### src/hdl/tcw_pkg.sv
// ----------------------------------------------------------------------------
// tcw_pkg
// Shared constants, codes and helpers for the text console writer.
// ----------------------------------------------------------------------------
package tcw_pkg;

  localparam int COLS   = 80;
  localparam int ROWS   = 25;
  localparam int CELLS  = ROWS * COLS;
  localparam int ADDR_W = $clog2(CELLS);

  localparam int ACT_W  = 2;
  localparam int CHAR_W = 8;
  localparam int COL_W  = 7;
  localparam int ROW_W  = 5;
  localparam int CELL_W = 16;

  localparam int PADDR_W = 3;
  localparam int PDATA_W = 32;
  localparam logic [PADDR_W-3:0] REG_TEXT_ATTR = '0;
  localparam logic [CHAR_W-1:0] ATTR_RESET = 8'd15;

  localparam logic [CHAR_W-1:0] CH_NEWLINE = 8'd10;
  localparam logic [CHAR_W-1:0] CH_SPACE   = 8'd32;

  typedef enum logic [ACT_W-1:0] {
    ACT_PUT   = 2'd0,
    ACT_SET   = 2'd1,
    ACT_CLEAR = 2'd2,
    ACT_READ  = 2'd3
  } action_t;

  typedef enum logic [1:0] {
    ST_IDLE,
    ST_READ,
    ST_BLANK,
    ST_DONE
  } state_t;

  // logical row + scroll offset, modulo ROWS
  function automatic logic [ROW_W-1:0] phys_row(input logic [ROW_W-1:0] r,
                                                input logic [ROW_W-1:0] top);
    logic [ROW_W:0] sum;
    sum = {1'b0, r} + {1'b0, top};
    if (sum >= (ROW_W+1)'(ROWS)) begin
      sum = sum - (ROW_W+1)'(ROWS);
    end
    return sum[ROW_W-1:0];
  endfunction

  function automatic logic [ADDR_W-1:0] cell_addr(input logic [ROW_W-1:0] prow,
                                                  input logic [COL_W-1:0] c);
    return ADDR_W'(prow) * ADDR_W'(COLS) + ADDR_W'(c);
  endfunction

endpackage

### src/hdl/tcw_cfg.sv
// ----------------------------------------------------------------------------
// tcw_cfg
// APB register slave holding the text attribute.
// ----------------------------------------------------------------------------
module tcw_cfg (
  input  logic                        clk,
  input  logic                        rst,
  input  logic                        psel,
  input  logic                        penable,
  input  logic                        pwrite,
  input  logic [tcw_pkg::PADDR_W-1:0] paddr,
  input  logic [tcw_pkg::PDATA_W-1:0] pwdata,
  output logic [tcw_pkg::PDATA_W-1:0] prdata,
  output logic                        pready,
  output logic [tcw_pkg::CHAR_W-1:0]  text_attr
);
  import tcw_pkg::*;

  logic sel_attr;

  assign pready   = 1'b1;
  assign sel_attr = (paddr[PADDR_W-1:2] == REG_TEXT_ATTR);

  always_ff @(posedge clk) begin
    if (rst) begin
      text_attr <= ATTR_RESET;
    end else if (psel && penable && pwrite && pready && sel_attr) begin
      text_attr <= pwdata[CHAR_W-1:0];
    end
  end

  assign prdata = sel_attr ? {{(PDATA_W-CHAR_W){1'b0}}, text_attr} : '0;

endmodule

### config.mk
export PLATFORM = sky130hd
export DESIGN_NAME = tcw_cfg
export DESIGN_NICKNAME = d
export VERILOG_FILES = /design/src/hdl/tcw_pkg.sv /design/src/hdl/tcw_cfg.sv
export SDC_FILE = /design/constraint.sdc
export NUM_CORES = 1
export LEC_CHECK = 0
export ABC_CLOCK_PERIOD_IN_PS = 2070
export BUFFER_PORTS_ARGS = -buffer_cell sky130_fd_sc_hd__buf_4
export CAP_MARGIN = 20
export CORE_UTILIZATION = 33
export CTS_CLUSTER_DIAMETER = 30
export DETAILED_ROUTE_END_ITERATION = 12
export GPL_ROUTABILITY_DRIVEN = 0
export PLACE_DENSITY = 0.84
export REMOVE_ABC_BUFFERS = 1
export SLEW_MARGIN = 10
export SYNTH_ARGS = -nofsm -noshare
export SYNTH_HDL_FRONTEND = slang
export SYNTH_SLANG_ARGS = --single-unit
### constraint.sdc
create_clock -name clk -period 2.07 [get_ports clk]
set_clock_uncertainty 0.15 [all_clocks]
set_input_delay 0.3105 -clock clk [delete_from_list [all_inputs] [get_ports clk]]
set_output_delay 0.3105 -clock clk [all_outputs]
set_load 0.02 [all_outputs]
==> out/results.txt, run 1 <==
num rows: 15
Logic pwr share: 0.286
post-route cell area: 765.7 um2
CP top delay family: flip-flops
Synth Instances: 70
sw frac: 0.3095
total CTS buffers: 3
starting density of the core: 0.3536
via/cell ratio: 3.789
GRT Resource Usage Total: 0.1032
Core Util, Final: 0.4435
DR iter-0 viols: 1
die height: 45.02 um
Pwr Total: 0.3810 mW
H-tree depth: 1
cell count after placement: 120
Sw Pwr: 0.1179 mW
outcome: finished, final reports clean
setup ws final: 0.7041 ns
setup TNS: 0 ns
io pins: 81
sequential area share after synthesis: 0.2623
CTS sink count: 8
P per Cell Area: 497.6 mW/mm2
Critical Path AT: 0.91 ns
antenna cells: 0
Post-Route WL: 983 um
top flop regs: text_attr x8
part of the power in registers: 0.420
Post-CTS Hold Fix Bufs: 0
core region area: 0.001727 mm2
CTS resizes: 0
count of final setup violators: 0
fin. max-slew vios: 0
remaining global-route overflow: 0
RSZ-0062 raised after global routing: false
Max Cap Viol: 0
post-synth cell types: 10
max reg flops: 8
largest net degree at the start of global routing: 17
P_leak: 0.3908 nW
peak supply drop: 0.0002642 V
CP required: 1.61 ns
clk_lat worst skew: 0.24 ns
Largest Register: text_attr
final period utilization: 0.6598
CTS tree: built
number of fill cells: 186
CP Max Fanout: 3
min Tclk post-route: 1.366 ns
Root Buffer: clkbuf_4
drt drc: 0
register clock-pin slew on the reported worst setup and hold paths: 0.05 ns
first drt pass iteration count: 2
per-cell routed wire length: 7.992 um
smallest hold slack: 0.1704 ns
worst-margin pin slew: 0.5053 ns
multi-input logic area: 334.1 um2
layout cell share with drive strength beyond 1: 0.4082
Post-CTS Setup Inserts: 0
Reg area: 160.2 um2
Placed Area: 743.2 um2
Worst setup EP type: output port
slowest stage delay, CP: 0.32 ns
Worst Hold Class: input pin to register
Area Overhead vs Synth: 25.41%
Seq cells post-synth: 8
most common cell after layout, fill and taps aside: buf_4
Final #Nets: 140
Chip Width: 45.02 um
CP Class: register to output port
Critical path buffers and inverters: 1
ANT nets after route: 0
mean post-synth cell area: 8.723 um2
clock buffer depth: 2
max_slew headroom: 0.6629
Highest Clock Rate: 732.1 MHz
worst path cell trace: and2b_2 > buf_4
Non-Filler Instances: 123
CP Launch Type: register
DR vias: 466
antenna violations before repair: 0
most frequent cells in the layout: buf_4 (29), conb_1 (25)
Place WS: 0.5640 ns
Fin. Hold Viols: 0
vias in the first global route: 352
die area: 0.002026 mm2
clock share of power: 0.294
Pint: 0.2631 mW
Detailed Place HPWL: 816.5 um
first-pass GRT wire length: 1462 um
mapped cell area: 610.6 um2
YS warnings: 0
number of I/O port buffers: 29
highest-delay cell along the critical path: dfxtp_1
==> worst paths after layout <==
kind / start / end / slack (ns) / cells after the start
setup / recovery: text_attr[0] / prdata[0] / 0.70 / 2
hold / removal: pwdata[1] / text_attr[1] / 0.17 / 3
setup reg to reg: text_attr[2] / text_attr[2] / 1.31 / 2
hold reg to reg: text_attr[6] / text_attr[6] / 0.33 / 2
==> Yosys cell counts <==
library cell,count,area (um2)
and4b_1,1,10.01
mux2i_1,8,80.08
nand2b_1,8,50.05
buf_4,25,187.7
conb_1,2,7.510
and2b_2,8,70.07
dfxtp_1,8,160.2
buf_6,1,11.26
nor2_1,8,30.03
clkbuf_1,1,3.750
==> layout make-up <==
type | instances | area share
Multi-Input combinational cell | 58 | 0.4363
Timing Repair Buffer | 29 | 0.2843
Sequential cell | 8 | 0.2092
Tap cell | 25 | 0.04085
Clock buffer | 3 | 0.02941
==> worst min-delay path, cell delays in order <==
cell	delay (ns)
buf_4	0.08
nor2_1	0.03
mux2i_1	0.10
==> power groups by stage <==
stage / Clock, mW / Sequential (mW) / Combinational (mW)
3_3_place_gp: 0 / 0.163 / 0.108
2_1_floorplan: 0 / 0.167 / 0.0655
6_report: 0.112 / 0.160 / 0.109
4_1_cts: 0.122 / 0.160 / 0.109
3_5_place_dp: 0 / 0.163 / 0.109
5_1_grt: 0.132 / 0.160 / 0.118
==> cells by family (layout without fill, tap and decap cells) <==
| family | Yosys count | count (layout) | share of synthesized area |
|---|---|---|---|
| flops | 8 | 8 | 0.2623 |
| mux | 8 | 8 | 0.1312 |
| buf+inv | 27 | 32 | 0.3320 |
| simple gates | 25 | 25 | 0.2623 |
| other cells | 2 | 25 | 0.01230 |
==> routing by layer <==
metal  vias up  track usage  routed length [um]
met3         0      0.07200                 109
met5         -            0                   0
met4         0            0                   0
li1        224            -                   -
met1       208       0.1106                 416
met2        34       0.1768                 457
Note: power is estimated with default switching activity, not from simulation.
==> run 2, diff against run 1 <==
ABC_AREA = 1   (was default)
ABC_CLOCK_PERIOD_IN_PS = 1200   (was 2070)
CORE_UTILIZATION = 28   (was 33)
PLACE_DENSITY = 0.74   (was 0.84)
clock period = 1.2 ns   (was 2.07 ns; I/O delays follow)
==> run 2 against run 1 <==
Non-clock buffer count increased by 5. Highest routed layer unchanged. Worst hold slack got worse by 0.15 ns. Core utilization decreased by 4.7 points. Sequential share of layout area decreased by 1.3 points. Cell count increased by 26%.
==> out/results.txt, run 2 <==
starting density of the core: 0.2941 (-0.05951)
CP required: 0.87 ns (-0.74 ns)
P_leak: 0.5191 nW (+33%)
peak supply drop: 0.0006317 V (+140%)
Post-synth EDFFs: 0 (unchanged)
Seq cells post-synth: 8 (unchanged)
Non-Filler Instances: 155 (+26%)
Final #Nets: 169 (+21%)
DR iter-0 viols: 2 (+1)
Critical Path AT: 0.86 ns (-0.05 ns)
antenna cells: 0 (unchanged)
mapped cell area: 644.4 um2 (+5.5%)
io pins: 81 (unchanged)
Area Overhead vs Synth: 34.76%
die height: 49.97 um (+11%)
first drt pass iteration count: 4 (+2)
Synth area leader: buf_4
Top FF cell, synth: dfxtp_1
CP Class: register to output port
cell count after placement: 147 (+23%)
fin. max-slew vios: 0 (unchanged)
number of fill cells: 232 (+25%)
mean post-synth cell area: 6.929 um2 (-21%)
cell with the most instances after synthesis: buf_4
setup ws final: 0.009279 ns (-0.6948 ns)
register clock-pin slew on the reported worst setup and hold paths: 0.05 ns (about the same)
Post-synth top cells: buf_4 (25), inv_1 (15), nand2_1 (12), nor2_1 (12)
sequential area share after synthesis: 0.2485 (-0.01375)
antenna violations before repair: 0 (unchanged)
Chip Width: 49.97 um (+11%)
CTS sink count: 8 (unchanged)
die area: 0.002497 mm2 (+23%)
vias in the first global route: 430 (+22%)
Worst Hold Class: input pin to register
Detailed Place HPWL: 966.6 um (+18%)
ys async rst share: 0 (unchanged)
YS warnings: 0 (unchanged)
number of I/O port buffers: 29 (unchanged)
CP Max Fanout: 3 (unchanged)
RSZ-0062 raised after global routing: true
per-cell routed wire length: 7.710 um (-3.5%)
highest-delay cell along the critical path: dfxtp_2
Post-Route WL: 1195 um (+22%)
clk_lat worst skew: 0.24 ns (about the same)
most frequent cells in the layout: buf_4 (30), conb_1 (25), nand2_1 (12), nor2_1 (11)
Highest Clock Rate: 839.8 MHz
GRT Resource Usage Total: 0.09533 (-0.007832)
Core Util, Final: 0.3963 (-0.04713)
clock buffer depth: 2 (unchanged)
CP Launch Type: register
top flop regs: text_attr x8
P per Cell Area: 829.7 mW/mm2 (+67%)
core region area: 0.002191 mm2 (+27%)
Pwr Total: 0.7205 mW (+89%)
worst path cell trace: inv_2 > nor2_2 > buf_6
most common cell after layout, fill and taps aside: buf_4
layout cell share with drive strength beyond 1: 0.4803 (+0.07215)
Area contributors post-synth: buf_4 (29%), dfxtp_1 (25%), inv_1 (8.7%), nand2_1 (7.0%), nor2_1 (7.0%)
min Tclk post-route: 1.191 ns
max reg flops: 8 (unchanged)
slowest stage delay, CP: 0.35 ns (+0.03 ns)
count of final setup violators: 0 (unchanged)
Worst setup EP type: output port
Largest Register: text_attr
final period utilization: 0.9923
setup TNS: 0 ns (unchanged)
via/cell ratio: 3.671 (-3.1%)
ANT nets after route: 0 (unchanged)
Place WS: 0.1383 ns (-0.4257 ns)
H-tree depth: 1 (unchanged)
Synth Instances: 93 (+33%)
post-synth cell types: 14 (+4)
Max Cap Viol: 0 (unchanged)
outcome: finished, final reports clean
Fin. Hold Viols: 0 (unchanged)
first-pass GRT wire length: 1752 um (+20%)
post-synth top area share: 0.2913 (-0.01611)
total CTS buffers: 3 (unchanged)
CTS tree: built
remaining global-route overflow: 0 (unchanged)
largest net degree at the start of global routing: 11 (-6)
DR vias: 569 (+22%)
Root Buffer: clkbuf_4
drt drc: 0 (unchanged)
num rows: 17 (+2)
## run 2: changes by cell type after synthesis, moves of 4 or more
cell,delta
nor2_2,+4
nand2b_1,-8
and2b_2,-8
nand3_1,+8
inv_1,+15
mux2i_1,-8
nor2_1,+4
nand2_1,+12
## run 2: routing by layer
| metal | vias to the layer above | wire length, um | GRT usage |
|---|---|---|---|
| met5 | - | 0 | 0 |
| met4 | 0 | 0 | 0 |
| met3 | 0 | 107 | 0.06173 |
| met2 | 30 | 645 | 0.1757 |
| met1 | 247 | 443 | 0.09392 |
| li1 | 292 | - | - |
## run 2: kinds of logic after synthesis
kind of cell	synth area share
other	0.01165
buffers and inverters	0.4058
AND/OR/NAND/NOR	0.3340
flip-flops	0.2485
## run 2: stage by stage
stage                     hold WS (ns)  cell area (um2)
after detailed placement        0.2479            784.5
after global placement          0.2432            784.5
after global routing          0.009524            868.3
after floorplan                 0.1561            531.8
after CTS                      0.01427            845.8
final                          0.01853            868.3
## run 2: repair_timing
item	in CTS	in global routing
setup buffers	0	2
gates resized for setup	7	11
hold endpoints to repair	3	0
endpoints found under the setup margin	7	8
hold buffers	3	0
pin swaps	0	1
## run 2: worst max-delay path: cells and delay by family, from the launching register on
family / cells / cell delay, ns
flops: 1 / 0.35
simple gates: 1 / 0.10
buf+inv: 2 / 0.16
## run 2: report_power, final
part	internal, mW	switching [mW]
sequential	0.278	0.00881
clock	0.114	0.0796
combinational	0.0837	0.157
## run 2: cell type report
| class | instances | area (um2) | area share |
|---|---|---|---|
| Sequential cell | 8 | 170.2 | 0.1960 |
| Multi-Input combinational cell | 66 | 311.5 | 0.3588 |
| Tap cell | 28 | 35.03 | 0.04035 |
| Timing Repair Buffer | 34 | 266.5 | 0.3069 |
| Inverter | 16 | 62.56 | 0.07205 |
| Clock buffer | 3 | 22.52 | 0.02594 |
## run 2: final timing paths
| path | depth (start not counted) | from | endpoint | slack [ns] |
|---|---|---|---|---|
| worst min-delay path | 3 | pwdata[3] | text_attr[3] | 0.02 |
| worst max register to register | 3 | text_attr[6] | text_attr[6] | 0.36 |
| worst min register to register | 2 | text_attr[0] | text_attr[0] | 0.33 |
| worst max-delay path | 3 | text_attr[7] | prdata[7] | 0.009 |
==> run 3, diff against run 2 <==
CELL_PAD_IN_SITES_DETAIL_PLACEMENT = 1   (was default)
CELL_PAD_IN_SITES_GLOBAL_PLACEMENT = 2   (was default)
CORE_UTILIZATION = 12   (was 28)
PLACE_DENSITY = default   (was 0.74)
PLACE_DENSITY_LB_ADDON = 0.1   (was default)
==> run 3 against run 2 <==
First-iteration DRC count grew to 7.5 times the previous value. Clock power grew 70%. Wire length grew 39%. Sequential power is essentially flat. Critical path type unchanged. Critical endpoint is now prdata[4]. Largest cell class unchanged.
==> out/results.txt, run 3 (same netlist as run 2, synthesis figures left out) <==
die area: 0.005667 mm2 (+130%)
io pins: 81 (unchanged)
CP Class: register to output port
number of I/O port buffers: 29 (unchanged)
CTS tree: built
Detailed Place HPWL: 1289 um (+33%)
core region area: 0.005140 mm2 (+130%)
clk_lat worst skew: 0.23 ns (about the same)
Worst setup EP type: output port
Root Buffer: clkbuf_8
Pwr Total: 0.8529 mW (+18%)
Largest Register: text_attr
setup ws final: 0.02898 ns (+0.01970 ns)
CP top delay family: flip-flops
die height: 75.28 um (+51%)
highest-delay cell along the critical path: dfxtp_4
RSZ-0062 raised after global routing: true
CTS sink count: 8 (unchanged)
ANT nets after route: 0 (unchanged)
starting density of the core: 0.1254 (-0.1688)
P per Cell Area: 922.4 mW/mm2 (+11%)
Fin. Hold Viols: 0 (unchanged)
slowest stage delay, CP: 0.36 ns (about the same)
fin. max-slew vios: 0 (unchanged)
num rows: 26 (+9)
clock share of power: 0.385 (+0.117)
top routing layer in use: met4
Pint: 0.5732 mW (+21%)
P_leak: 0.5274 nW (+1.6%)
Critical Path AT: 0.84 ns (-0.02 ns)
Place WS: 0.1337 ns (-0.004652 ns)
via/cell ratio: 2.913 (-21%)
antenna violations before repair: 0 (unchanged)
WL met1: 614 um (+39%)
Max Cap Viol: 0 (unchanged)
most common cell after layout, fill and taps aside: buf_4
sw frac: 0.3280 (-0.01261)
CP required: 0.87 ns (about the same)
met2 routed WL: 906 um (+40%)
Worst R2R Start: text_attr[5]
antenna cells: 0 (unchanged)
remaining global-route overflow: 0 (unchanged)
Final #Nets: 167 (-1.2%)
Post-Route WL: 1665 um (+39%)
crit path from: text_attr[4]
worst path cell trace: inv_2 > nor2_4 > buf_6
routed wl met3: 111 um (+3.7%)
Sw Pwr: 0.2797 mW (+14%)
Worst Hold Class: input pin to register
peak supply drop: 0.0002245 V (-64%)
first-pass GRT wire length: 2352 um (+34%)
top flop regs: text_attr x8
Highest Clock Rate: 854.0 MHz (+1.7%)
Logic pwr share: 0.281 (-0.053)
layout cell share with drive strength beyond 1: 0.4480 (-0.03231)
vias in the first global route: 514 (+20%)
number of fill cells: 678 (+190%)
count of final setup violators: 0 (unchanged)
drt drc: 0 (unchanged)
max reg flops: 8 (unchanged)
outcome: finished, final reports clean
total CTS buffers: 3 (unchanged)
H-tree depth: 1 (unchanged)
DR iter-0 viols: 15 (+13)
register clock-pin slew on the reported worst setup and hold paths: 0.04 ns (about the same)
part of the power in registers: 0.334 (-0.064)
worst hold start: pwdata[3]
final period utilization: 0.9758 (-0.01642)
Post-CTS Hold Fix Bufs: 0 (-3)
clock buffer depth: 2 (unchanged)
Core Util, Final: 0.1799 (-0.2165)
GRT Resource Usage Total: 0.05971 (-0.03562)
Chip Width: 75.28 um (+51%)
CP Launch Type: register
largest net degree at the start of global routing: 11 (unchanged)
CP Max Fanout: 3 (unchanged)
DR vias: 568 (-0.18%)
most frequent cells in the layout: buf_4 (31), conb_1 (25), inv_1 (13), nand2_1 (12), nor2_1 (11)
per-cell routed wire length: 8.538 um (+11%)
Critical path buffers and inverters: 2 (unchanged)
Reg area: 172.7 um2 (+1.5%)
multi-input logic area: 316.6 um2 (+1.6%)
first drt pass iteration count: 3 (-1)
min Tclk post-route: 1.171 ns (-0.01970 ns)
Area Overhead vs Synth: 43.50%
## run 3: path summary, 6_finish.rpt
kind | endpoint | slack, ns | depth (start not counted)
max reg2reg | text_attr[5] | 0.37 | 3
max | prdata[4] | 0.03 | 3
min | text_attr[3] | 0.02 | 3
min reg2reg | text_attr[1] | 0.31 | 2
## run 3: per-layer routing
metal,vias to the layer above,track usage
met5,-,0
met4,0,0.04938
met3,2,0.008032
met2,32,0.1121
met1,252,0.05751
li1,282,-
## run 3: cell type report
cell class / count / area share
multi-input cells: 66 / 0.3424
repair buffers: 32 / 0.2639
well taps: 70 / 0.09472
inverters: 16 / 0.06766
clock buffers: 3 / 0.04465
flip-flops and latches: 8 / 0.1867
## run 3: tightest hold or removal path: stages
cell and delay (ns):
buf_4 0.08, nand2_1 0.04, nand3_1 0.06
## run 3: stage by stage
| stage | setup TNS [ns] | instances | instance area (um2) | hold slack, ns |
|---|---|---|---|---|
| 6_report | 0 | 195 | 924.6 | 0.01506 |
| 5_1_grt | -0.06764 | 195 | 924.6 | 0.03832 |
| 4_1_cts | 0 | 192 | 882.1 | 0.01652 |
| 3_5_place_dp | 0 | 189 | 837.1 | 0.2511 |
| 3_3_place_gp | 0 | 189 | 837.1 | 0.2480 |
| 2_1_floorplan | 0 | 90 | 531.8 | 0.1561 |
## run 3: power by group through the flow
stage / Combinational (mW) / Sequential [mW] / Clock [mW]
floorplan: 0.134 / 0.299 / 0
global placement: 0.231 / 0.289 / 0
detailed placement: 0.233 / 0.290 / 0
CTS: 0.234 / 0.285 / 0.339
global route: 0.260 / 0.286 / 0.367
finish: 0.240 / 0.285 / 0.328
## run 3: what timing repair did
action,in CTS,in global routing
setup endpoints to repair,3,8
pin swaps,0,2
setup buffers,0,3
resized for setup,3,11
