`src/hdl/tcw_pkg.sv`:
```
// ----------------------------------------------------------------------------
// tcw_pkg
// Shared constants, codes and helpers for the text console writer.
// ----------------------------------------------------------------------------
package tcw_pkg;

  localparam int COLS   = 80;
  localparam int ROWS   = 25;
  localparam int CELLS  = ROWS * COLS;
  localparam int ADDR_W = $clog2(CELLS);

  localparam int ACT_W  = 2;
  localparam int CHAR_W = 8;
  localparam int COL_W  = 7;
  localparam int ROW_W  = 5;
  localparam int CELL_W = 16;

  localparam int PADDR_W = 3;
  localparam int PDATA_W = 32;
  localparam logic [PADDR_W-3:0] REG_TEXT_ATTR = '0;
  localparam logic [CHAR_W-1:0] ATTR_RESET = 8'd15;

  localparam logic [CHAR_W-1:0] CH_NEWLINE = 8'd10;
  localparam logic [CHAR_W-1:0] CH_SPACE   = 8'd32;

  typedef enum logic [ACT_W-1:0] {
    ACT_PUT   = 2'd0,
    ACT_SET   = 2'd1,
    ACT_CLEAR = 2'd2,
    ACT_READ  = 2'd3
  } action_t;

  typedef enum logic [1:0] {
    ST_IDLE,
    ST_READ,
    ST_BLANK,
    ST_DONE
  } state_t;

  // logical row + scroll offset, modulo ROWS
  function automatic logic [ROW_W-1:0] phys_row(input logic [ROW_W-1:0] r,
                                                input logic [ROW_W-1:0] top);
    logic [ROW_W:0] sum;
    sum = {1'b0, r} + {1'b0, top};
    if (sum >= (ROW_W+1)'(ROWS)) begin
      sum = sum - (ROW_W+1)'(ROWS);
    end
    return sum[ROW_W-1:0];
  endfunction

  function automatic logic [ADDR_W-1:0] cell_addr(input logic [ROW_W-1:0] prow,
                                                  input logic [COL_W-1:0] c);
    return ADDR_W'(prow) * ADDR_W'(COLS) + ADDR_W'(c);
  endfunction

endpackage

```
`src/hdl/tcw_intf.sv`:
```
// ----------------------------------------------------------------------------
// tcw_in_if / tcw_out_if
// Valid/ready channels carrying console commands and results.
// ----------------------------------------------------------------------------
interface tcw_in_if;
  logic                       valid;
  logic                       ready;
  logic [tcw_pkg::ACT_W-1:0]  action;
  logic [tcw_pkg::CHAR_W-1:0] char_code;
  logic [tcw_pkg::COL_W-1:0]  col;
  logic [tcw_pkg::ROW_W-1:0]  row;

  modport source (output valid, action, char_code, col, row, input ready);
  modport sink   (input valid, action, char_code, col, row, output ready);
endinterface

interface tcw_out_if;
  logic                       valid;
  logic                       ready;
  logic [tcw_pkg::CHAR_W-1:0] read_char;
  logic [tcw_pkg::CHAR_W-1:0] read_attr;
  logic [tcw_pkg::COL_W-1:0]  cursor_col_out;
  logic [tcw_pkg::ROW_W-1:0]  cursor_row_out;

  modport source (output valid, read_char, read_attr, cursor_col_out, cursor_row_out,
                  input ready);
  modport sink   (input valid, read_char, read_attr, cursor_col_out, cursor_row_out,
                  output ready);
endinterface

```
`src/hdl/tcw_ctrl.sv`:
```
// ----------------------------------------------------------------------------
// tcw_ctrl
// Command sequencer: cursor, scroll offset, cell writes, blank sweeps, reads.
// ----------------------------------------------------------------------------
module tcw_ctrl (
  input  logic                       clk,
  input  logic                       rst,
  input  logic [tcw_pkg::CHAR_W-1:0] text_attr,
  tcw_in_if.sink                     in_ch,
  tcw_out_if.source                  out_ch,
  output logic                       mem_we,
  output logic [tcw_pkg::ADDR_W-1:0] mem_waddr,
  output logic [tcw_pkg::CELL_W-1:0] mem_wdata,
  output logic [tcw_pkg::ADDR_W-1:0] mem_raddr,
  input  logic [tcw_pkg::CELL_W-1:0] mem_rdata
);
  import tcw_pkg::*;

  state_t             state, state_next;
  logic [COL_W-1:0]   cursor_col, cursor_col_next;
  logic [ROW_W-1:0]   cursor_row, cursor_row_next;
  logic [ROW_W-1:0]   top, top_next;
  logic [ADDR_W-1:0]  blank_addr, blank_addr_next;
  logic [ADDR_W-1:0]  blank_end, blank_end_next;
  logic [CHAR_W-1:0]  rd_char, rd_char_next;
  logic [CHAR_W-1:0]  rd_attr, rd_attr_next;
  logic               out_valid, out_valid_next;
  logic               out_load;
  logic [CHAR_W-1:0]  out_char, out_attr;
  logic [COL_W-1:0]   out_col;
  logic [ROW_W-1:0]   out_row;
  logic               accept;
  logic               is_nl;
  logic [COL_W:0]     col_inc;
  logic [ROW_W:0]     row_inc;
  logic [ROW_W:0]     new_row;
  logic               in_range;

  assign in_ch.ready = (state == ST_IDLE);
  assign accept      = in_ch.valid && in_ch.ready;
  assign is_nl       = (in_ch.char_code == CH_NEWLINE);
  assign col_inc     = {1'b0, cursor_col} + (COL_W+1)'(1);
  assign row_inc     = {1'b0, cursor_row} + (ROW_W+1)'(1);
  assign in_range    = ({1'b0, in_ch.col} < (COL_W+1)'(COLS)) &&
                       ({1'b0, in_ch.row} < (ROW_W+1)'(ROWS));

  always_comb begin
    state_next      = state;
    cursor_col_next = cursor_col;
    cursor_row_next = cursor_row;
    top_next        = top;
    blank_addr_next = blank_addr;
    blank_end_next  = blank_end;
    rd_char_next    = rd_char;
    rd_attr_next    = rd_attr;
    out_load        = 1'b0;
    mem_we          = 1'b0;
    mem_waddr       = blank_addr;
    mem_wdata       = {text_attr, CH_SPACE};
    mem_raddr       = cell_addr(phys_row(in_ch.row, top), in_ch.col);
    new_row         = {1'b0, cursor_row};

    case (state)
      ST_IDLE: begin
        if (accept) begin
          rd_char_next = '0;
          rd_attr_next = '0;
          state_next   = ST_DONE;
          case (action_t'(in_ch.action))
            ACT_PUT: begin
              if (is_nl) begin
                cursor_col_next = '0;
                new_row         = row_inc;
              end else begin
                mem_we    = 1'b1;
                mem_waddr = cell_addr(phys_row(cursor_row, top), cursor_col);
                mem_wdata = {text_attr, in_ch.char_code};
                if (col_inc >= (COL_W+1)'(COLS)) begin
                  cursor_col_next = '0;
                  new_row         = row_inc;
                end else begin
                  cursor_col_next = col_inc[COL_W-1:0];
                end
              end
              if (new_row >= (ROW_W+1)'(ROWS)) begin
                // scroll: old top row becomes the new bottom row
                cursor_row_next = ROW_W'(ROWS - 1);
                top_next        = phys_row(ROW_W'(1), top);
                blank_addr_next = cell_addr(top, '0);
                blank_end_next  = cell_addr(top, COL_W'(COLS - 1));
                state_next      = ST_BLANK;
              end else begin
                cursor_row_next = new_row[ROW_W-1:0];
              end
            end
            ACT_SET: begin
              cursor_col_next = ({1'b0, in_ch.col} >= (COL_W+1)'(COLS)) ?
                                COL_W'(COLS - 1) : in_ch.col;
              cursor_row_next = ({1'b0, in_ch.row} >= (ROW_W+1)'(ROWS)) ?
                                ROW_W'(ROWS - 1) : in_ch.row;
            end
            ACT_CLEAR: begin
              cursor_col_next = '0;
              cursor_row_next = '0;
              top_next        = '0;
              blank_addr_next = '0;
              blank_end_next  = ADDR_W'(CELLS - 1);
              state_next      = ST_BLANK;
            end
            ACT_READ: begin
              if (in_range) begin
                state_next = ST_READ;
              end
            end
            default: begin
              state_next = ST_DONE;
            end
          endcase
        end
      end
      ST_READ: begin
        rd_char_next = mem_rdata[CHAR_W-1:0];
        rd_attr_next = mem_rdata[CELL_W-1:CHAR_W];
        state_next   = ST_DONE;
      end
      ST_BLANK: begin
        mem_we          = 1'b1;
        blank_addr_next = blank_addr + ADDR_W'(1);
        if (blank_addr == blank_end) begin
          state_next = ST_DONE;
        end
      end
      ST_DONE: begin
        if (!out_valid || out_ch.ready) begin
          out_load   = 1'b1;
          state_next = ST_IDLE;
        end
      end
      default: begin
        state_next = ST_IDLE;
      end
    endcase

    out_valid_next = out_load || (out_valid && !out_ch.ready);
  end

  always_ff @(posedge clk) begin
    if (rst) begin
      state      <= ST_IDLE;
      cursor_col <= '0;
      cursor_row <= '0;
      top        <= '0;
      out_valid  <= 1'b0;
    end else begin
      state      <= state_next;
      cursor_col <= cursor_col_next;
      cursor_row <= cursor_row_next;
      top        <= top_next;
      out_valid  <= out_valid_next;
    end
  end

  always_ff @(posedge clk) begin
    blank_addr <= blank_addr_next;
    blank_end  <= blank_end_next;
    rd_char    <= rd_char_next;
    rd_attr    <= rd_attr_next;
    if (out_load) begin
      out_char <= rd_char;
      out_attr <= rd_attr;
      out_col  <= cursor_col;
      out_row  <= cursor_row;
    end
  end

  assign out_ch.valid          = out_valid;
  assign out_ch.read_char      = out_char;
  assign out_ch.read_attr      = out_attr;
  assign out_ch.cursor_col_out = out_col;
  assign out_ch.cursor_row_out = out_row;

endmodule

```
`src/flat_wrapper.sv`:
```
// flat-port wrapper written by rule: the top's interface ports become plain ports
module tcw_ctrl_flat import tcw_pkg::*;
  (clk, rst, text_attr, mem_we, mem_waddr, mem_wdata, mem_raddr, mem_rdata, in_ch_valid, in_ch_action, in_ch_char_code, in_ch_col, in_ch_row, in_ch_ready, out_ch_valid, out_ch_read_char, out_ch_read_attr, out_ch_cursor_col_out, out_ch_cursor_row_out, out_ch_ready);
  tcw_in_if in_ch_i ();
  tcw_out_if out_ch_i ();
  input  logic clk;
  input  logic rst;
  input  logic [tcw_pkg::CHAR_W-1:0] text_attr;
  output logic mem_we;
  output logic [tcw_pkg::ADDR_W-1:0] mem_waddr;
  output logic [tcw_pkg::CELL_W-1:0] mem_wdata;
  output logic [tcw_pkg::ADDR_W-1:0] mem_raddr;
  input  logic [tcw_pkg::CELL_W-1:0] mem_rdata;
  input wire logic [$bits(in_ch_i.valid)-1:0] in_ch_valid;
  input wire logic [$bits(in_ch_i.action)-1:0] in_ch_action;
  input wire logic [$bits(in_ch_i.char_code)-1:0] in_ch_char_code;
  input wire logic [$bits(in_ch_i.col)-1:0] in_ch_col;
  input wire logic [$bits(in_ch_i.row)-1:0] in_ch_row;
  output wire logic [$bits(in_ch_i.ready)-1:0] in_ch_ready;
  output wire logic [$bits(out_ch_i.valid)-1:0] out_ch_valid;
  output wire logic [$bits(out_ch_i.read_char)-1:0] out_ch_read_char;
  output wire logic [$bits(out_ch_i.read_attr)-1:0] out_ch_read_attr;
  output wire logic [$bits(out_ch_i.cursor_col_out)-1:0] out_ch_cursor_col_out;
  output wire logic [$bits(out_ch_i.cursor_row_out)-1:0] out_ch_cursor_row_out;
  input wire logic [$bits(out_ch_i.ready)-1:0] out_ch_ready;
  assign in_ch_i.valid = in_ch_valid;
  assign in_ch_i.action = in_ch_action;
  assign in_ch_i.char_code = in_ch_char_code;
  assign in_ch_i.col = in_ch_col;
  assign in_ch_i.row = in_ch_row;
  assign in_ch_ready = in_ch_i.ready;
  assign out_ch_valid = out_ch_i.valid;
  assign out_ch_read_char = out_ch_i.read_char;
  assign out_ch_read_attr = out_ch_i.read_attr;
  assign out_ch_cursor_col_out = out_ch_i.cursor_col_out;
  assign out_ch_cursor_row_out = out_ch_i.cursor_row_out;
  assign out_ch_i.ready = out_ch_ready;
  tcw_ctrl u_core (.clk(clk), .rst(rst), .text_attr(text_attr), .in_ch(in_ch_i), .out_ch(out_ch_i), .mem_we(mem_we), .mem_waddr(mem_waddr), .mem_wdata(mem_wdata), .mem_raddr(mem_raddr), .mem_rdata(mem_rdata));
endmodule
```
`config.mk`:
```
export PLATFORM = sky130hd
export DESIGN_NAME = tcw_ctrl_flat
export DESIGN_NICKNAME = d
export VERILOG_FILES = /design/src/hdl/tcw_pkg.sv /design/src/hdl/tcw_intf.sv /design/src/hdl/tcw_ctrl.sv /design/src/flat_wrapper.sv
export SDC_FILE = /design/constraint.sdc
export NUM_CORES = 1
export LEC_CHECK = 0
export BUFFER_PORTS_ARGS = -buffer_cell sky130_fd_sc_hd__buf_2
export CORE_ASPECT_RATIO = 0.75
export CORE_MARGIN = 3
export CORE_UTILIZATION = 53
export CTS_CLUSTER_SIZE = 30
export DETAILED_ROUTE_END_ITERATION = 8
export PLACE_DENSITY = 0.86
export RECOVER_POWER = 25
export SLEW_MARGIN = 20
export SYNTH_ARGS = -nofsm -noshare
export SYNTH_HDL_FRONTEND = slang
export SYNTH_SLANG_ARGS = --single-unit
```
`constraint.sdc`:
```
create_clock -name clk -period 17 [get_ports clk]
set_clock_uncertainty 0.15 [all_clocks]
set_input_delay 3.4 -clock clk [delete_from_list [all_inputs] [get_ports clk]]
set_output_delay 3.4 -clock clk [all_outputs]
set_load 0.02 [all_outputs]
```
==> results of run 1 <==
## flip-flops by register name (all words and copies together) (netlist names)
| name | flops |
|---|---|
| u_core.out_ch.read_attr | 8 |
| u_core.blank_end | 7 |
| u_core.cursor_col | 7 |
| u_core.rd_char | 8 |
| u_core.top | 5 |
| u_core.out_ch.cursor_col_out | 7 |
| u_core.blank_addr | 11 |
| u_core.state | 2 |
| u_core.out_ch.valid | 1 |
| u_core.out_ch.cursor_row_out | 5 |
| u_core.cursor_row | 5 |
| u_core.out_ch.read_char | 8 |
| u_core.rd_attr | 8 |
## per-stage QoR
step                      std cells  worst slack [ns]  hold slack, ns  power [mW]  utilization [%]
after floorplan                 582              6.33           0.250       0.426                -
after global placement          787              6.01           0.250       0.475             59.8
after detailed placement        787              5.73           0.255       0.486             59.8
after CTS                       803              5.71           0.271       0.687             62.7
after global routing            803              5.47           0.275       0.718             62.7
final                           803              5.70           0.271       0.687             62.7
## synthesized netlist by cell type (9+ instances only)
library cell   n
xnor2_1       31
o21ai_0       35
dfxtp_1       20
inv_1         27
a21o_1        12
buf_4         12
a21oi_1       30
edfxtp_1      62
xor2_1        15
ha_1          52
and3_1        11
nand3_1       15
nand2_1       49
nor2b_1       11
nor2_1        37
nand2b_1       9
and2_1        25
clkbuf_1      18
## kinds of logic after synthesis
family | Yosys count | share of synthesized area (%)
buffers and inverters | 61 | 5.08
flip-flops | 82 | 39.6
adder cells (fa/ha/maj) | 59 | 13.8
AO/OA/AOI/OAI | 131 | 14.7
XOR/XNOR | 46 | 7.04
multiplexers | 11 | 2.19
AND/OR/NAND/NOR | 192 | 17.7
## layout make-up
cell class              count  area [sq um]
fillers                   806          3880
well taps                 136           170
inverters                  27           101
multi-input cells         439          3170
clock inverters             6          71.3
flip-flops and latches     82          2260
repair buffers            103           517
clock buffers              10           239
## power groups by stage
stage / Clock [mW] / Combinational, mW / Sequential [mW]
floorplan: 0 / 0.146 / 0.280
global placement: 0 / 0.196 / 0.279
detailed placement: 0 / 0.205 / 0.281
CTS: 0.203 / 0.208 / 0.277
global route: 0.210 / 0.228 / 0.280
finish: 0.201 / 0.208 / 0.277
## routing by layer
layer	vias to the layer above	wire, microns	global-route usage [%]
li1	2264	-	-
met4	0	304	7.86
met2	254	6730	38.3
met1	2248	6020	30.6
met5	-	0	0
met3	43	1080	3.33
## critical path: stages
cell	delay (ns)
buf_2	0.10
ha_1	0.17
inv_1	0.06
fa_1	0.56
ha_1	0.21
nand2_1	0.08
or2_2	0.29
a31o_2	0.24
o21ai_0	0.44
ha_1	0.34
ha_1	0.23
fa_1	0.55
nand2_1	0.08
nor2b_1	0.18
o21ai_0	0.12
a221oi_1	0.36
xnor2_1	0.16
buf_2	0.18
## final timing paths
| kind | cells past startpoint | slack, ns | from | end |
|---|---|---|---|---|
| setup reg to reg | 8 | 13.54 | u_core.cursor_col[0]$_SDFFE_PP0P_ | u_core.blank_addr[1]$_SDFFCE_PN0P_ |
| hold / removal | 0 | 0.27 | u_core.rd_attr[0]$_SDFFCE_PN0P_ | u_core.out_ch.read_attr[0]$_DFFE_PP_ |
| hold reg to reg | 0 | 0.27 | u_core.rd_attr[0]$_SDFFCE_PN0P_ | u_core.out_ch.read_attr[0]$_DFFE_PP_ |
| setup / recovery | 18 | 5.70 | in_ch_row[0] | mem_raddr[10] |
==> results.toml, run 1 <==
[status]
status = "completed"

[worst_setup_path]
arrival_ns = 7.75
endpoint_kind = "primary output"
worstSetupStartpointType = "input pin"
worstPathRequired_ns = 13.45
path_class = "input pin to primary output"
worstPathMaxFanout = 5

[cts]
ctsResizeCount = 0
cts_sinks = 82
cts_tree = "built"
cts_hold_buf = 0
cts_setup_buffers = 0
cts_buffers = 9
cts_htree_levels = 3
cts.clk_slew.worst_paths_ns = 0.07
insertion_delay_ns = 0.34
ctsRootBufferMaster = "clkbuf_16"
cts_buffer_depth = 2

[worst_hold_path]
hold_class = "register to register"

[detailed_routing]
vias = 4809
via_per_inst = 5.99
antenna_left = 0
drc_errors = 0
wl_per_cell_microns = 17.6
postRouteWirelength_mm = 14.1
first_pass_iters = 5
drt_iter0_drc = 561

[final_layout]
final_common_cell = "buf_2"
finalInstanceArea_sq_mm = 0.00653
area_delta_synth_final_pct = 14.2
layout_common_cells = "buf_2 (101), edfxtp_1 (62), ha_1 (52)"
diodes = 0
drive_gt1_share_pct = 20.4
nets = 771

[logic_synthesis]
synth_top_area_share_pct = 32.6
yosys_warnings = 0
synth-seq-cells = 82
syn_area_per_cell_sq_um = 9.83
syn-num-nets = 691
synth_edf_count = 62
yosysSeqAreaShare_pct = 39.6
synthArstFlopShare_pct = 0
synth_top_flop_cell = "edfxtp_1"
synthCells = 582
syn_area_sq_mm = 0.00572
yosysTopAreaCell = "edfxtp_1"
synth_cell_types = 65
yosys-top-cells-area = "edfxtp_1 (33%), ha_1 (11%), dfxtp_1 (7.0%)"

[flow_run]
drv_cap = 0

[placement]
gp_congestion = 0.932
dpl_cell_area_sq_mm = 0.00622
dpl.hpwl_mm = 10.7
io_buffers = 102

[die]
io_pins = 119
rows = 32
die_w_microns = 126
die_h_microns = 96.0
core-area_sq_mm = 0.0104
die_area_sq_mm = 0.0121
initial_core_util_pct = 54.9

[pwr]
total_leakage_power_nw = 2.74
ir_worst_vdd_mv = 0.0550
cellInternalPower_mw = 0.451
power.density_mw_per_mm2 = 105
comb_power_share_pct = 30.3
p_sw_share_pct = 34.3
p_clk_share_pct = 29.3
p_switching_mw = 0.236
power_frac_seq_pct = 40.4

[timing]
period_needed_ns = 11.30
post-route-period-util_pct = 66.5
worst_pin_slew_ns = 1.09
finalHoldViolCount = 0
rsz0062_at_grt = "no"
maxSlewViolCount = 0
setup-violations-final = 0
final.setup.tns_ns = 0
max_freq_mhz = 88.5
slew_headroom_pct = 27.3

[grt]
grt_max_degree = 24
grt_pass1_wl_mm = 22.3
grtUsageTotal_pct = 22.8
first_global_vias = 4619
antenna_found_initial = 0
overflow = 0
Note: power is estimated with default switching activity, not from simulation.
==> inputs of run 2 (changes only) <==
Settings changed: ABC_AREA set to 1.
Clock period 17 ns to 11.8 ns, I/O delays scaled along.
==> run 2 against run 1 <==
Net effect: largest cell class unchanged; sequential share of layout area up 0.86 points; synthesized cell count is 10% higher; synthesized area fell by 3.3%; via count fell by 1.5%; hold slack worse by 0.0021 ns; first-iteration DRC count decreased by 13%.
==> results.toml, run 2 <==
[final_layout]
drive_gt1_share_pct = 18.7
final_common_cell = "nand2_1"
diodes = 0
largest_reg_flops = 11
nets = 842
layout_common_cells = "nand2_1 (129), buf_2 (101), inv_1 (100)"
multi_input_area_sq_mm = 0.00276
area_delta_synth_final_pct = 15.2
ff_latch_area_sq_mm = 0.00226
fill_cells = 797
top_register = "u_core.blank_addr"

[cts]
cts.clk_slew.worst_paths_ns = 0.06
cts_sinks = 82
insertion_delay_ns = 0.34
cts_buffer_depth = 2
cts_htree_levels = 3
cts_tree = "built"
ctsResizeCount = 0
ctsRootBufferMaster = "clkbuf_16"
cts_buffers = 9
cts_setup_buffers = 0
cts_hold_buf = 0

[worst_setup_path]
arrival_ns = 6.20
worstPathRequired_ns = 9.29
worstSetupStartpointType = "input pin"
endpoint_kind = "primary output"
path_class = "input pin to primary output"
worstPathMaxFanout = 6

[timing]
finalHoldViolCount = 0
worst_pin_slew_ns = 1.44
period_needed_ns = 8.71
maxSlewViolCount = 0
post-route-period-util_pct = 73.8
setup-violations-final = 0
final.setup.tns_ns = 0
max_freq_mhz = 115
slew_headroom_pct = 4.04
rsz0062_at_grt = "no"

[logic_synthesis]
synth_mux_area_share_pct = 0
synth_xor_area_share_pct = 6.02
synth_cell_types = 42
yosysSeqAreaShare_pct = 40.9
yosysMostFrequentCell = "nand2_1"
syn_area_per_cell_sq_um = 8.63
synth_edf_count = 62
synth_compound_area_share_pct = 11.6
yosys.area_share.adder_pct = 14.3
syn-num-nets = 750
synth_top_area_share_pct = 33.7
syn_area_sq_mm = 0.00553
yosys.area_share.simple_pct = 18.0
synthArstFlopShare_pct = 0
synth_common_cells = "nand2_1 (129), inv_1 (100), edfxtp_1 (62)"
yosysTopAreaCell = "edfxtp_1"
synth_top_flop_cell = "edfxtp_1"
synthCells = 641
yosys_warnings = 0
synth-seq-cells = 82
yosys-top-cells-area = "edfxtp_1 (34%), ha_1 (12%), nand2_1 (8.8%)"
synth_top_family_by_area = "simple AND/OR/NAND/NOR gates"

[detailed_routing]
drc_errors = 0
drt_iter0_drc = 488
first_pass_iters = 5
via_per_inst = 5.45
vias = 4738
postRouteWirelength_mm = 13.2
wl_per_cell_microns = 15.2
antenna_left = 0

[die]
initial_core_util_pct = 55.9
die_h_microns = 94.5
rows = 31
core-area_sq_mm = 0.00989
io_pins = 119
die_area_sq_mm = 0.0117
die_w_microns = 124

[grt]
grt_pass1_wl_mm = 21.2
first_global_vias = 4554
grt_max_degree = 29
overflow = 0
antenna_found_initial = 1
grtUsageTotal_pct = 22.9

[pwr]
power.density_mw_per_mm2 = 189
comb_power_share_pct = 40.8
p_clk_share_pct = 22.8
cellInternalPower_mw = 0.709
ir_worst_vdd_mv = 0.181
power_frac_seq_pct = 36.4
p_sw_share_pct = 41.1
p_total_mw = 1.20
total_leakage_power_nw = 3.11
p_switching_mw = 0.495

[status]
status = "completed"

[worst_hold_path]
hold_class = "register to register"

[placement]
dpl.hpwl_mm = 10.4
io_buffers = 102
gp_congestion = 0.879

[flow_run]
drv_cap = 0
-- run 2: cell types whose count changed after synthesis, sizes merged, moves of 6 or more --
cell / previous run / this run
a21o: 12 / 3
a21oi: 30 / 45
and2: 26 / 0
and3: 11 / 0
clkbuf: 18 / 10
inv: 27 / 101
mux2: 9 / 0
nand2: 49 / 135
nand2b: 10 / 0
nand3: 17 / 31
nor2b: 11 / 0
o31ai: 8 / 2
xnor2: 31 / 13
xor2: 15 / 25
-- run 2: stage by stage --
step / hold slack (ns) / instances / cell area, sq um / setup WS, ns / utilization, %
after floorplan: 0.250 / 641 / 5530 / 3.56 / -
after global placement: 0.251 / 854 / 6090 / 3.35 / 61.6
after detailed placement: 0.255 / 854 / 6090 / 3.11 / 61.6
after CTS: 0.270 / 870 / 6380 / 3.09 / 64.5
after global routing: 0.273 / 870 / 6370 / 2.74 / 64.4
final: 0.268 / 870 / 6370 / 3.09 / 64.4
-- run 2: per-layer routing --
| metal | up-vias | track usage [%] | share of wire (%) |
|---|---|---|---|
| li1 | 2312 | - | - |
| met1 | 2180 | 30.0 | 42 |
| met2 | 215 | 37.1 | 47 |
| met3 | 29 | 4.97 | 8.2 |
| met4 | 2 | 9.30 | 2.0 |
| met5 | - | 0 | 0.068 |
-- run 2: final cells by class --
cell class | instances | area share, %
tap | 132 | 2.59
clock inverter | 7 | 1.04
clock buffer | 9 | 3.53
timing repair buffer | 103 | 8.05
multi-input combinational | 436 | 43.3
inverter | 101 | 5.95
sequential | 82 | 35.5
-- run 2: final timing paths --
check | slack (ns) | start | cells past startpoint | end
worst max-delay path | 3.09 | in_ch_row[0] | 18 | mem_raddr[10]
worst min-delay path | 0.27 | u_core.rd_char[4]$_SDFFCE_PN0P_ | 0 | u_core.out_ch.read_char[4]$_DFFE_PP_
worst max register to register | 8.60 | u_core.cursor_col[1]$_SDFFE_PP0P_ | 15 | u_core.blank_addr[0]$_SDFFCE_PN0P_
worst min register to register | 0.27 | u_core.rd_char[4]$_SDFFCE_PN0P_ | 0 | u_core.out_ch.read_char[4]$_DFFE_PP_
-- run 2: cells by family after synthesis --
| logic type | after synthesis |
|---|---|
| simple gates | 227 |
| buf+inv | 123 |
| compound gates | 112 |
| flops | 82 |
| fa+ha+maj | 59 |
| xor+xnor | 38 |
-- run 2: critical path, stage by stage --
cell and delay, ns:
buf_2 0.12, ha_1 0.21, inv_1 0.07, fa_1 0.46
ha_1 0.27, nand2_1 0.08, o21ai_0 0.08, o21ai_1 0.38
nand2_1 0.13, xor2_1 0.27, ha_1 0.29, ha_1 0.23
fa_1 0.56, nand2_1 0.07, nor2_1 0.11, xor2_1 0.18
xor2_1 0.15, buf_2 0.18
-- run 2: power by group through the flow --
stage               Combinational [mW]  Clock, mW  Sequential, mW
finish                           0.491      0.275           0.438
global route                     0.545      0.288           0.444
CTS                              0.492      0.276           0.436
detailed placement               0.487          0           0.442
global placement                 0.468          0           0.438
floorplan                        0.345          0           0.443
